### src/rtl/owsl_pkg.sv
// Shared types, reset values and codes for the one-wire slave link and ROM block.
// Used by every module of the block and by its checker; depends on nothing.
package owsl_pkg;

	// One bus edge event.
	typedef struct packed {
		logic        kind;
		logic [15:0] low_time;
	} in_t;

	// One result word per edge event.
	typedef struct packed {
		logic [9:0] drive_low;
		logic       bit_valid;
		logic       bit_value;
		logic       byte_valid;
		logic [7:0] byte_value;
		logic       reset_seen;
		logic       edge_unexpected;
	} out_t;

	// Configuration register set, handed from the register file to the core.
	typedef struct packed {
		logic [63:0] rom_id;
		logic [15:0] one_limit;
		logic [15:0] slot_max;
		logic [15:0] write_reset_min;
		logic [9:0]  zero_hold;
		logic [9:0]  presence_hold;
	} cfg_t;

	localparam int unsigned CfgIndexWidth = 3;

	// Configuration register indexes.
	localparam logic [CfgIndexWidth-1:0] RegRomId         = 3'd0;
	localparam logic [CfgIndexWidth-1:0] RegOneLimit      = 3'd1;
	localparam logic [CfgIndexWidth-1:0] RegSlotMax       = 3'd2;
	localparam logic [CfgIndexWidth-1:0] RegWriteResetMin = 3'd3;
	localparam logic [CfgIndexWidth-1:0] RegZeroHold      = 3'd4;
	localparam logic [CfgIndexWidth-1:0] RegPresenceHold  = 3'd5;

	// ROM command bytes.
	localparam logic [7:0] CmdSearchRom   = 8'hF0;
	localparam logic [7:0] CmdAlarmSearch = 8'hEC;
	localparam logic [7:0] CmdReadRom     = 8'h33;
	localparam logic [7:0] CmdMatchRom    = 8'h55;
	localparam logic [7:0] CmdSkipRom     = 8'hCC;

	localparam logic [63:0] RomIdReset         = 64'd0;
	localparam logic [15:0] OneLimitReset      = 16'd20;
	localparam logic [15:0] SlotMaxReset       = 16'd100;
	localparam logic [15:0] WriteResetMinReset = 16'd300;
	localparam logic [9:0]  ZeroHoldReset      = 10'd46;
	localparam logic [9:0]  PresenceHoldReset  = 10'd100;

endpackage

### src/rtl/owsl_cfg.sv
// Configuration register file of the one-wire slave block.
// Depends on owsl_pkg for the register set type, register indexes and reset values.
module owsl_cfg (
	input  logic                                 clk,
	input  logic                                 arst_n,
	input  logic                                 cfg_valid,
	output logic                                 cfg_ready,
	input  logic [owsl_pkg::CfgIndexWidth-1:0]   cfg_index,
	input  logic [63:0]                          cfg_data,
	output owsl_pkg::cfg_t                       cfg
);

	owsl_pkg::cfg_t cfg_q;

	assign cfg_ready = 1'b1;
	assign cfg = cfg_q;

	always_ff @(posedge clk or negedge arst_n) begin
		if (!arst_n) begin
			cfg_q.rom_id          <= owsl_pkg::RomIdReset;
			cfg_q.one_limit       <= owsl_pkg::OneLimitReset;
			cfg_q.slot_max        <= owsl_pkg::SlotMaxReset;
			cfg_q.write_reset_min <= owsl_pkg::WriteResetMinReset;
			cfg_q.zero_hold       <= owsl_pkg::ZeroHoldReset;
			cfg_q.presence_hold   <= owsl_pkg::PresenceHoldReset;
		end else if (cfg_valid && cfg_ready) begin
			case (cfg_index)
				owsl_pkg::RegRomId:         cfg_q.rom_id          <= cfg_data;
				owsl_pkg::RegOneLimit:      cfg_q.one_limit       <= cfg_data[15:0];
				owsl_pkg::RegSlotMax:       cfg_q.slot_max        <= cfg_data[15:0];
				owsl_pkg::RegWriteResetMin: cfg_q.write_reset_min <= cfg_data[15:0];
				owsl_pkg::RegZeroHold:      cfg_q.zero_hold       <= cfg_data[9:0];
				owsl_pkg::RegPresenceHold:  cfg_q.presence_hold   <= cfg_data[9:0];
				default: ;
			endcase
		end
	end

endmodule

### src/rtl/owsl_in_stage.sv
// Input register stage of the one-wire slave block.
// Depends on owsl_pkg for the edge event type.
module owsl_in_stage (
	input  logic            clk,
	input  logic            arst_n,
	input  logic            ev_valid,
	output logic            ev_stall,
	input  owsl_pkg::in_t   ev_word,
	input  logic            take,
	output logic            valid_s1,
	output owsl_pkg::in_t   word_s1
);

	// The stage empties when the core takes its word, so it refills in the same cycle.
	assign ev_stall = valid_s1 && !take;

	always_ff @(posedge clk or negedge arst_n) begin
		if (!arst_n) begin
			valid_s1 <= 1'b0;
		end else if (!ev_stall) begin
			valid_s1 <= ev_valid;
		end
	end

	always_ff @(posedge clk) begin
		if (ev_valid && !ev_stall) begin
			word_s1 <= ev_word;
		end
	end

endmodule

### src/rtl/owsl_core.sv
// Link layer and ROM command layer of the one-wire slave: state and one-pass step logic.
// Depends on owsl_pkg for the event, result and configuration types and the command codes.
module owsl_core (
	input  logic             clk,
	input  logic             arst_n,
	input  owsl_pkg::cfg_t   cfg,
	input  logic             go,
	input  owsl_pkg::in_t    item,
	output owsl_pkg::out_t   result
);

	localparam logic [2:0] LS_RX_IDLE  = 3'd0;
	localparam logic [2:0] LS_MASTER   = 3'd1;
	localparam logic [2:0] LS_PRESENCE = 3'd2;
	localparam logic [2:0] LS_TX_IDLE  = 3'd3;
	localparam logic [2:0] LS_TX_SLOT  = 3'd4;

	localparam logic [2:0] RP_WAIT    = 3'd0;
	localparam logic [2:0] RP_COMMAND = 3'd1;
	localparam logic [2:0] RP_PAYLOAD = 3'd2;
	localparam logic [2:0] RP_MATCH   = 3'd3;
	localparam logic [2:0] RP_SEARCH  = 3'd4;
	localparam logic [2:0] RP_ALARM   = 3'd5;

	logic [2:0]  link_q, link_n;
	logic [2:0]  phase_q, phase_n;
	logic [7:0]  rx_shift_q, rx_shift_n;
	logic [3:0]  rx_count_q, rx_count_n;
	logic [6:0]  idx_q, idx_n;
	logic [63:0] tx_bits_q, tx_bits_n;
	logic [6:0]  tx_left_q, tx_left_n;

	logic        bval;
	logic [7:0]  tk_shift;
	logic [3:0]  tk_count;
	logic        tk_done;
	logic [6:0]  idx_inc;
	logic        rom_bit_cur;
	logic        rom_bit_next;
	logic [6:0]  tx_left_dec;

	assign bval         = (item.low_time < cfg.one_limit);
	assign tk_shift     = rx_shift_q | (8'(bval) << rx_count_q[2:0]);
	assign tk_count     = rx_count_q + 4'd1;
	assign tk_done      = (tk_count >= 4'd8);
	assign idx_inc      = idx_q + 7'd1;
	assign rom_bit_cur  = cfg.rom_id[idx_q[5:0]];
	assign rom_bit_next = cfg.rom_id[idx_inc[5:0]];
	assign tx_left_dec  = (tx_left_q != 7'd0) ? (tx_left_q - 7'd1) : tx_left_q;

	always_comb begin
		link_n     = link_q;
		phase_n    = phase_q;
		rx_shift_n = rx_shift_q;
		rx_count_n = rx_count_q;
		idx_n      = idx_q;
		tx_bits_n  = tx_bits_q;
		tx_left_n  = tx_left_q;
		result     = '0;

		case (link_q)
			LS_RX_IDLE: begin
				if (item.kind) begin
					result.edge_unexpected = 1'b1;
				end else begin
					link_n = LS_MASTER;
				end
			end
			LS_MASTER: begin
				if (!item.kind) begin
					result.edge_unexpected = 1'b1;
				end else if (item.low_time <= cfg.slot_max) begin
					result.bit_valid = 1'b1;
					result.bit_value = bval;
					link_n = LS_RX_IDLE;
					case (phase_q)
						RP_COMMAND: begin
							if (!tk_done) begin
								rx_shift_n = tk_shift;
								rx_count_n = tk_count;
							end else begin
								rx_shift_n = 8'd0;
								rx_count_n = 4'd0;
								phase_n = RP_PAYLOAD;
								case (tk_shift)
									owsl_pkg::CmdSearchRom, owsl_pkg::CmdAlarmSearch: begin
										idx_n = 7'd0;
										phase_n = (tk_shift == owsl_pkg::CmdSearchRom) ?
											RP_SEARCH : RP_ALARM;
										tx_bits_n = {62'd0, ~cfg.rom_id[0], cfg.rom_id[0]};
										tx_left_n = 7'd2;
										link_n = LS_TX_IDLE;
									end
									owsl_pkg::CmdReadRom: begin
										tx_bits_n = cfg.rom_id;
										tx_left_n = 7'd64;
										link_n = LS_TX_IDLE;
									end
									owsl_pkg::CmdMatchRom: begin
										idx_n = 7'd0;
										phase_n = RP_MATCH;
									end
									owsl_pkg::CmdSkipRom: ;
									default: begin
										result.byte_valid = 1'b1;
										result.byte_value = tk_shift;
									end
								endcase
							end
						end
						RP_PAYLOAD: begin
							if (!tk_done) begin
								rx_shift_n = tk_shift;
								rx_count_n = tk_count;
							end else begin
								rx_shift_n = 8'd0;
								rx_count_n = 4'd0;
								result.byte_valid = 1'b1;
								result.byte_value = tk_shift;
							end
						end
						RP_MATCH, RP_SEARCH, RP_ALARM: begin
							if (bval != rom_bit_cur) begin
								phase_n = RP_WAIT;
							end else begin
								idx_n = idx_inc;
								if (idx_inc[6]) begin
									phase_n = RP_PAYLOAD;
									rx_shift_n = 8'd0;
									rx_count_n = 4'd0;
								end else if (phase_q != RP_MATCH) begin
									// Next search pair: the ROM bit, then its complement.
									tx_bits_n = {62'd0, ~rom_bit_next, rom_bit_next};
									tx_left_n = 7'd2;
									link_n = LS_TX_IDLE;
								end
							end
						end
						default: begin
							phase_n = RP_WAIT;
						end
					endcase
				end else begin
					result.drive_low  = cfg.presence_hold;
					result.reset_seen = 1'b1;
					phase_n    = RP_COMMAND;
					rx_shift_n = 8'd0;
					rx_count_n = 4'd0;
					tx_bits_n  = 64'd0;
					tx_left_n  = 7'd0;
					link_n     = LS_PRESENCE;
				end
			end
			LS_PRESENCE: begin
				// Our own presence pulse pulls the bus low; only the release matters.
				if (item.kind) begin
					link_n = LS_RX_IDLE;
				end
			end
			LS_TX_IDLE: begin
				if (item.kind) begin
					result.edge_unexpected = 1'b1;
				end else begin
					if (!tx_bits_q[0]) begin
						result.drive_low = cfg.zero_hold;
					end
					link_n = LS_TX_SLOT;
				end
			end
			LS_TX_SLOT: begin
				if (!item.kind) begin
					result.edge_unexpected = 1'b1;
				end else if (item.low_time > cfg.write_reset_min) begin
					result.drive_low  = cfg.presence_hold;
					result.reset_seen = 1'b1;
					phase_n    = RP_COMMAND;
					rx_shift_n = 8'd0;
					rx_count_n = 4'd0;
					tx_bits_n  = 64'd0;
					tx_left_n  = 7'd0;
					link_n     = LS_PRESENCE;
				end else begin
					tx_bits_n = tx_bits_q >> 1;
					tx_left_n = tx_left_dec;
					link_n = (tx_left_dec != 7'd0) ? LS_TX_IDLE : LS_RX_IDLE;
				end
			end
			default: begin
				link_n = LS_RX_IDLE;
				result.edge_unexpected = 1'b1;
			end
		endcase
	end

	always_ff @(posedge clk or negedge arst_n) begin
		if (!arst_n) begin
			link_q     <= LS_RX_IDLE;
			phase_q    <= RP_WAIT;
			rx_shift_q <= 8'd0;
			rx_count_q <= 4'd0;
			idx_q      <= 7'd0;
			tx_bits_q  <= 64'd0;
			tx_left_q  <= 7'd0;
		end else if (go) begin
			link_q     <= link_n;
			phase_q    <= phase_n;
			rx_shift_q <= rx_shift_n;
			rx_count_q <= rx_count_n;
			idx_q      <= idx_n;
			tx_bits_q  <= tx_bits_n;
			tx_left_q  <= tx_left_n;
		end
	end

endmodule

### src/rtl/owsl_out_stage.sv
// Result register stage of the one-wire slave block.
// Depends on owsl_pkg for the result word type.
module owsl_out_stage (
	input  logic             clk,
	input  logic             arst_n,
	input  logic             valid_s1,
	input  owsl_pkg::out_t   result,
	output logic             adv,
	output logic             res_valid,
	input  logic             res_stall,
	output owsl_pkg::out_t   res_word
);

	logic go;

	// The register can load when it is empty or its word leaves this cycle.
	assign adv = !res_valid || !res_stall;
	assign go  = valid_s1 && adv;

	always_ff @(posedge clk or negedge arst_n) begin
		if (!arst_n) begin
			res_valid <= 1'b0;
		end else if (adv) begin
			res_valid <= valid_s1;
		end
	end

	always_ff @(posedge clk) begin
		if (go) begin
			res_word <= result;
		end
	end

endmodule

### src/rtl/one_wire_slave_link_and_rom.sv
// One-wire slave link layer and ROM command layer, one bus edge event per word.
// Each edge word is registered in the input stage, then its result word in the result stage.
// Throughput: one edge word per cycle; a stalled result word holds the core and the input.
// Reset: arst_n clears link and ROM state and restores configuration defaults at once.
module one_wire_slave_link_and_rom (
	input  logic                                 clk,
	input  logic                                 arst_n,
	input  logic                                 ev_valid,
	output logic                                 ev_stall,
	input  owsl_pkg::in_t                        ev_word,
	output logic                                 res_valid,
	input  logic                                 res_stall,
	output owsl_pkg::out_t                       res_word,
	input  logic                                 cfg_valid,
	output logic                                 cfg_ready,
	input  logic [owsl_pkg::CfgIndexWidth-1:0]   cfg_index,
	input  logic [63:0]                          cfg_data
);

	// Datapath: an input register holds the edge word, the core works out the
	// next link and ROM state together with the result word in one combinational
	// pass, and the result register keeps the word until the consumer takes it.
	// The core only advances when the result register can load, so the state
	// never runs ahead of the delivered words.

	owsl_pkg::cfg_t cfg;
	owsl_pkg::in_t  word_s1;
	owsl_pkg::out_t result;
	logic           valid_s1;
	logic           adv;
	logic           go;

	assign go = valid_s1 && adv;

	// Register writes are taken at any time; the block expects them only when idle.
	owsl_cfg u_cfg (
		.clk       (clk),
		.arst_n    (arst_n),
		.cfg_valid (cfg_valid),
		.cfg_ready (cfg_ready),
		.cfg_index (cfg_index),
		.cfg_data  (cfg_data),
		.cfg       (cfg)
	);

	owsl_in_stage u_in (
		.clk      (clk),
		.arst_n   (arst_n),
		.ev_valid (ev_valid),
		.ev_stall (ev_stall),
		.ev_word  (ev_word),
		.take     (adv),
		.valid_s1 (valid_s1),
		.word_s1  (word_s1)
	);

	// Link states and ROM phases live here; search and read ROM load the
	// transmit shifter, match and search walk the ROM bit index.
	owsl_core u_core (
		.clk    (clk),
		.arst_n (arst_n),
		.cfg    (cfg),
		.go     (go),
		.item   (word_s1),
		.result (result)
	);

	owsl_out_stage u_out (
		.clk       (clk),
		.arst_n    (arst_n),
		.valid_s1  (valid_s1),
		.result    (result),
		.adv       (adv),
		.res_valid (res_valid),
		.res_stall (res_stall),
		.res_word  (res_word)
	);

endmodule

### config.mk
export PLATFORM = sky130hd
export DESIGN_NAME = one_wire_slave_link_and_rom
export DESIGN_NICKNAME = d
export VERILOG_FILES = /design/src/rtl/owsl_pkg.sv /design/src/rtl/owsl_cfg.sv /design/src/rtl/owsl_in_stage.sv /design/src/rtl/owsl_core.sv /design/src/rtl/owsl_out_stage.sv /design/src/rtl/one_wire_slave_link_and_rom.sv
export SDC_FILE = /design/constraint.sdc
export NUM_CORES = 1
export LEC_CHECK = 0
export BUFFER_PORTS_ARGS = -buffer_cell sky130_fd_sc_hd__buf_2
export CAP_MARGIN = 20
export CORE_UTILIZATION = 55
export DETAILED_ROUTE_END_ITERATION = 8
export GPL_TIMING_DRIVEN = 0
export PLACE_DENSITY_LB_ADDON = 0.2
export SLEW_MARGIN = 5
export SYNTH_ARGS = -nofsm -noshare
export SYNTH_HDL_FRONTEND = slang
export SYNTH_SLANG_ARGS = --single-unit
### constraint.sdc
create_clock -name clk -period 5 [get_ports clk]
set_input_delay 1.5 -clock clk [delete_from_list [all_inputs] [get_ports clk]]
set_output_delay 1.5 -clock clk [all_outputs]
set_load 0.005 [all_outputs]
==> flow_summary.toml <==
[clock_tree]
clockBufferDepth = 3
cts.sinks = 270
cts-hold-fix-buffers = 0
cts_post_setup_buffers_inserted = 0
cts_buffers = 29
postCtsResizedCells = 0
worst_skew_pair.late_latency_ns = 0.56
cts_tree = "built"
cts.clk_slew.worst_paths_ns = 0.06
htree_levels = 1
root_buffer = "clkbuf_16"

[setup_path]
ff2ff_setup_slack_ns = 0.37
setup.worst_path.end = "u_core.tx_bits_q[50]"
crit_type = "flip-flop to flip-flop"
timing.critical_path.fanout_max = 10
worst_setup_path_end_kind = "flip-flop"
worst-endpoint-arrival_ns = 5.05
reg2reg_from = "u_in.word_s1[11]"
r2r-end = "u_core.tx_bits_q[50]"
timing.reg2reg.worst_path_depth = 11
worst_ep_required_time_ns = 5.43
startpoint_type = "flip-flop"
timing.critical_path.from = "u_in.word_s1[11]"

[pwr]
static-leakage-power_uw = 0.007245
p_sw_share_pct = 31.53
switching_power_uw = 2193
p_int_uw = 4761
power.clock.fraction_pct = 33.2
proportion_of_power_drawn_by_flip_flops_and_latches_pct = 41.6
total_power_after_layout_uw = 6954
p_comb_share_pct = 25.1
power_per_cell_area_mw_per_mm2 = 429.0
max-vdd-ir-drop_mv = 0.3090

[yosys]
synth_sequential_area_ratio_pct = 49.45
synth_adder_area_share_pct = 4.523
mappedNetlistArea_mm2 = 0.01411
synth_nets = 1319
post_synth.cell_area_avg_um2 = 11.97
synth_flop_cell = "dfrtp_1"
yosys_register_bits = 270
synth_top_family_by_area = "multiplexers"
ys_async_sr_fraction_pct = 85.19
post-synth-top-area-fraction_pct = 37.96
synth-compound-area-share_pct = 13.96
post_synth_inst_count = 1179
synth_mux_area_share_pct = 18.92
yosys.area.top_type = "dfrtp_1"
synth-xor-area-share_pct = 0.6208
post_synth_num_cell_types = 74
synth.top_cells.by_area = "dfrtp_1 (38%), mux2_2 (8.5%), edfxtp_1 (8.5%)"
synth-warning-count = 0
number_of_flops_mapped_to_enable_cells_by_yosys = 40
yosys.area_share.simple_pct = 8.620

[global_routing]
first_global_vias = 10050
grt_use_met1_pct = 37.75
grt_max_degree = 103
globalRouteMet2Util_pct = 41.57
groute.usage.overall_pct = 25.96
use_met3_pct = 2.758
overflow = 0
initial_antenna_violation_count = 0
grt.busiest_layer = "met2"
global_route_wire_length_before_repair_mm = 54.03

[placed_design]
cell_total_after_placement = 1626
placement.setup.worst_slack_ns = 0.4886
postPlaceCellArea_mm2 = 0.01517
buffer_ports.inserted = 113
dpl.hpwl_mm = 23.81
gp_congestion = 0.9421

[final_layout]
leading_cell_types_in_the_layout_fill_and_taps_excluded = "dfrtp_1 (214), buf_2 (125), mux2_2 (107), a22o_1 (73), nand2_1 (71)"
filler_cell_count = 1955
antenna_cells = 0
mostFrequentLayoutCell = "dfrtp_1"
post-route-cell-area_mm2 = 0.01621
syn2layout_area_growth_pct = 14.89
layout-drive-gt1-share_pct = 25.63
design.final.nets = 1467
final-instance-count-excl-fill = 1680

[route]
drc_errors = 0
first_iter_violations = 683
post_drt_wl_per_cell_um = 19.89
drt_wl_total_mm = 33.41
post_drt_via_cell_ratio = 6.128
detail_route.first_pass.iterations = 7
ant_nets = 0
routed-via-count = 10300

[job]
drv.max_cap_violation_count = 0

[die]
start_util_pct = 56.03
io_pins = 115
core_area_mm2 = 0.02518
die_width_um = 162.2
die_area_mm2 = 0.02630
fp-row-count = 58
die_boundary_height_um = 162.2

[outcome]
outcome = "finished, final reports clean"

[timing]
tns_ns = 0
post-route-worst-setup-slack_ns = 0.3746
timing_hold_violations_final = 0
slew_headroom_pct = 32.96
setup_viol_count_final = 0
period_share_pct = 92.51
finalClockSkew_ns = 0.01631
rsz0062_at_grt = "no"
max_slew.worst_pin.slew_ns = 0.9964
period_minus_slack_ns = 4.625
slew_viol_final = 0
fmaxAchievable_mhz = 216.2

[min_path]
hold_path_class = "flip-flop to flip-flop"
## Yosys cell counts, types with 18 or more instances
cell,count
mux2_1,62
nor3_1,24
edfxtp_1,40
clkbuf_1,40
inv_1,65
a21oi_1,38
o21ai_0,47
mux2i_1,18
dfrtp_1,214
mux4_2,26
ha_1,51
nand2_1,71
nor2_1,37
a22o_1,73
mux2_2,107
## layout make-up
type | count | area [µm²] | share of cell area [%]
sequential | 270 | 6977 | 43.04
multi-input combinational | 780 | 6589 | 40.65
clock buffer | 35 | 799.5 | 4.932
timing repair buffer | 117 | 646.9 | 3.991
tap | 330 | 412.9 | 2.547
buffer | 64 | 304.0 | 1.876
inverter | 65 | 244.0 | 1.505
clock inverter | 19 | 236.5 | 1.459
## how the worst min path moves through the flow
stage | cells after the start | endpoint | slack [ns] | start
6_report | 1 | u_out.res_valid | 0.48 | u_in.valid_s1
5_1_grt | 1 | u_out.res_valid | 0.50 | u_in.valid_s1
4_1_cts | 1 | u_out.res_valid | 0.48 | u_in.valid_s1
3_5_place_dp | 1 | u_out.res_valid | 0.48 | u_in.valid_s1
3_3_place_gp | 1 | u_out.res_valid | 0.47 | u_in.valid_s1
2_1_floorplan | 1 | u_out.res_valid | 0.46 | u_in.valid_s1
## state kept, by name, summed over array words and instances, names as in the netlist
register and flops:
u_core.idx_q 7, u_in.word_s1 17, u_in.valid_s1 1, u_core.tx_bits_q 64, u_cfg.cfg 132, u_out.res_word 23
u_core.phase_q 3, u_core.link_q 3, u_core.tx_left_q 7, u_core.rx_shift_q 8, u_out.res_valid 1, u_core.rx_count_q 4
## cell families after synthesis
kind of cell,count (synthesis)
compound gates,270
xor+xnor,10
fa+ha+maj,51
buf+inv,129
flops,270
mux,213
other cells,1
simple gates,235
## worst max-delay path: stages (launching register included)
cell and delay (ns):
edfxtp_1 0.44, ha_1 0.32, and3_1 0.20, a221o_1 0.38, a21oi_2 0.51, a41oi_1 0.44
and3_1 0.36, o211a_1 0.26, o31a_1 0.39, o21ai_2 0.45, buf_2 0.37, mux2_1 0.35
## layer usage
metal,wire length [µm],vias up
met5,0,-
met4,793,0
met3,1406,59
met2,15620,281
met1,15590,5227
li1,-,4728
## power by group through the flow
stage | clock, µW | sequential [µW] | combinational [µW]
CTS | 2350 | 2890 | 1740
floorplan | 0 | 2810 | 1260
detailed placement | 0 | 2920 | 1730
global placement | 0 | 2910 | 1680
finish | 2310 | 2900 | 1750
global route | 2420 | 2940 | 1940
## stage by stage
stage                     util, %  hold WS [ns]
after floorplan                 -        0.4574
after global placement      59.91        0.4666
after detailed placement    60.26        0.4816
after CTS                   64.37        0.4810
after global routing        64.37        0.5007
final                       64.37        0.4789
No activity file was read; power rests on OpenSTA's default activity.
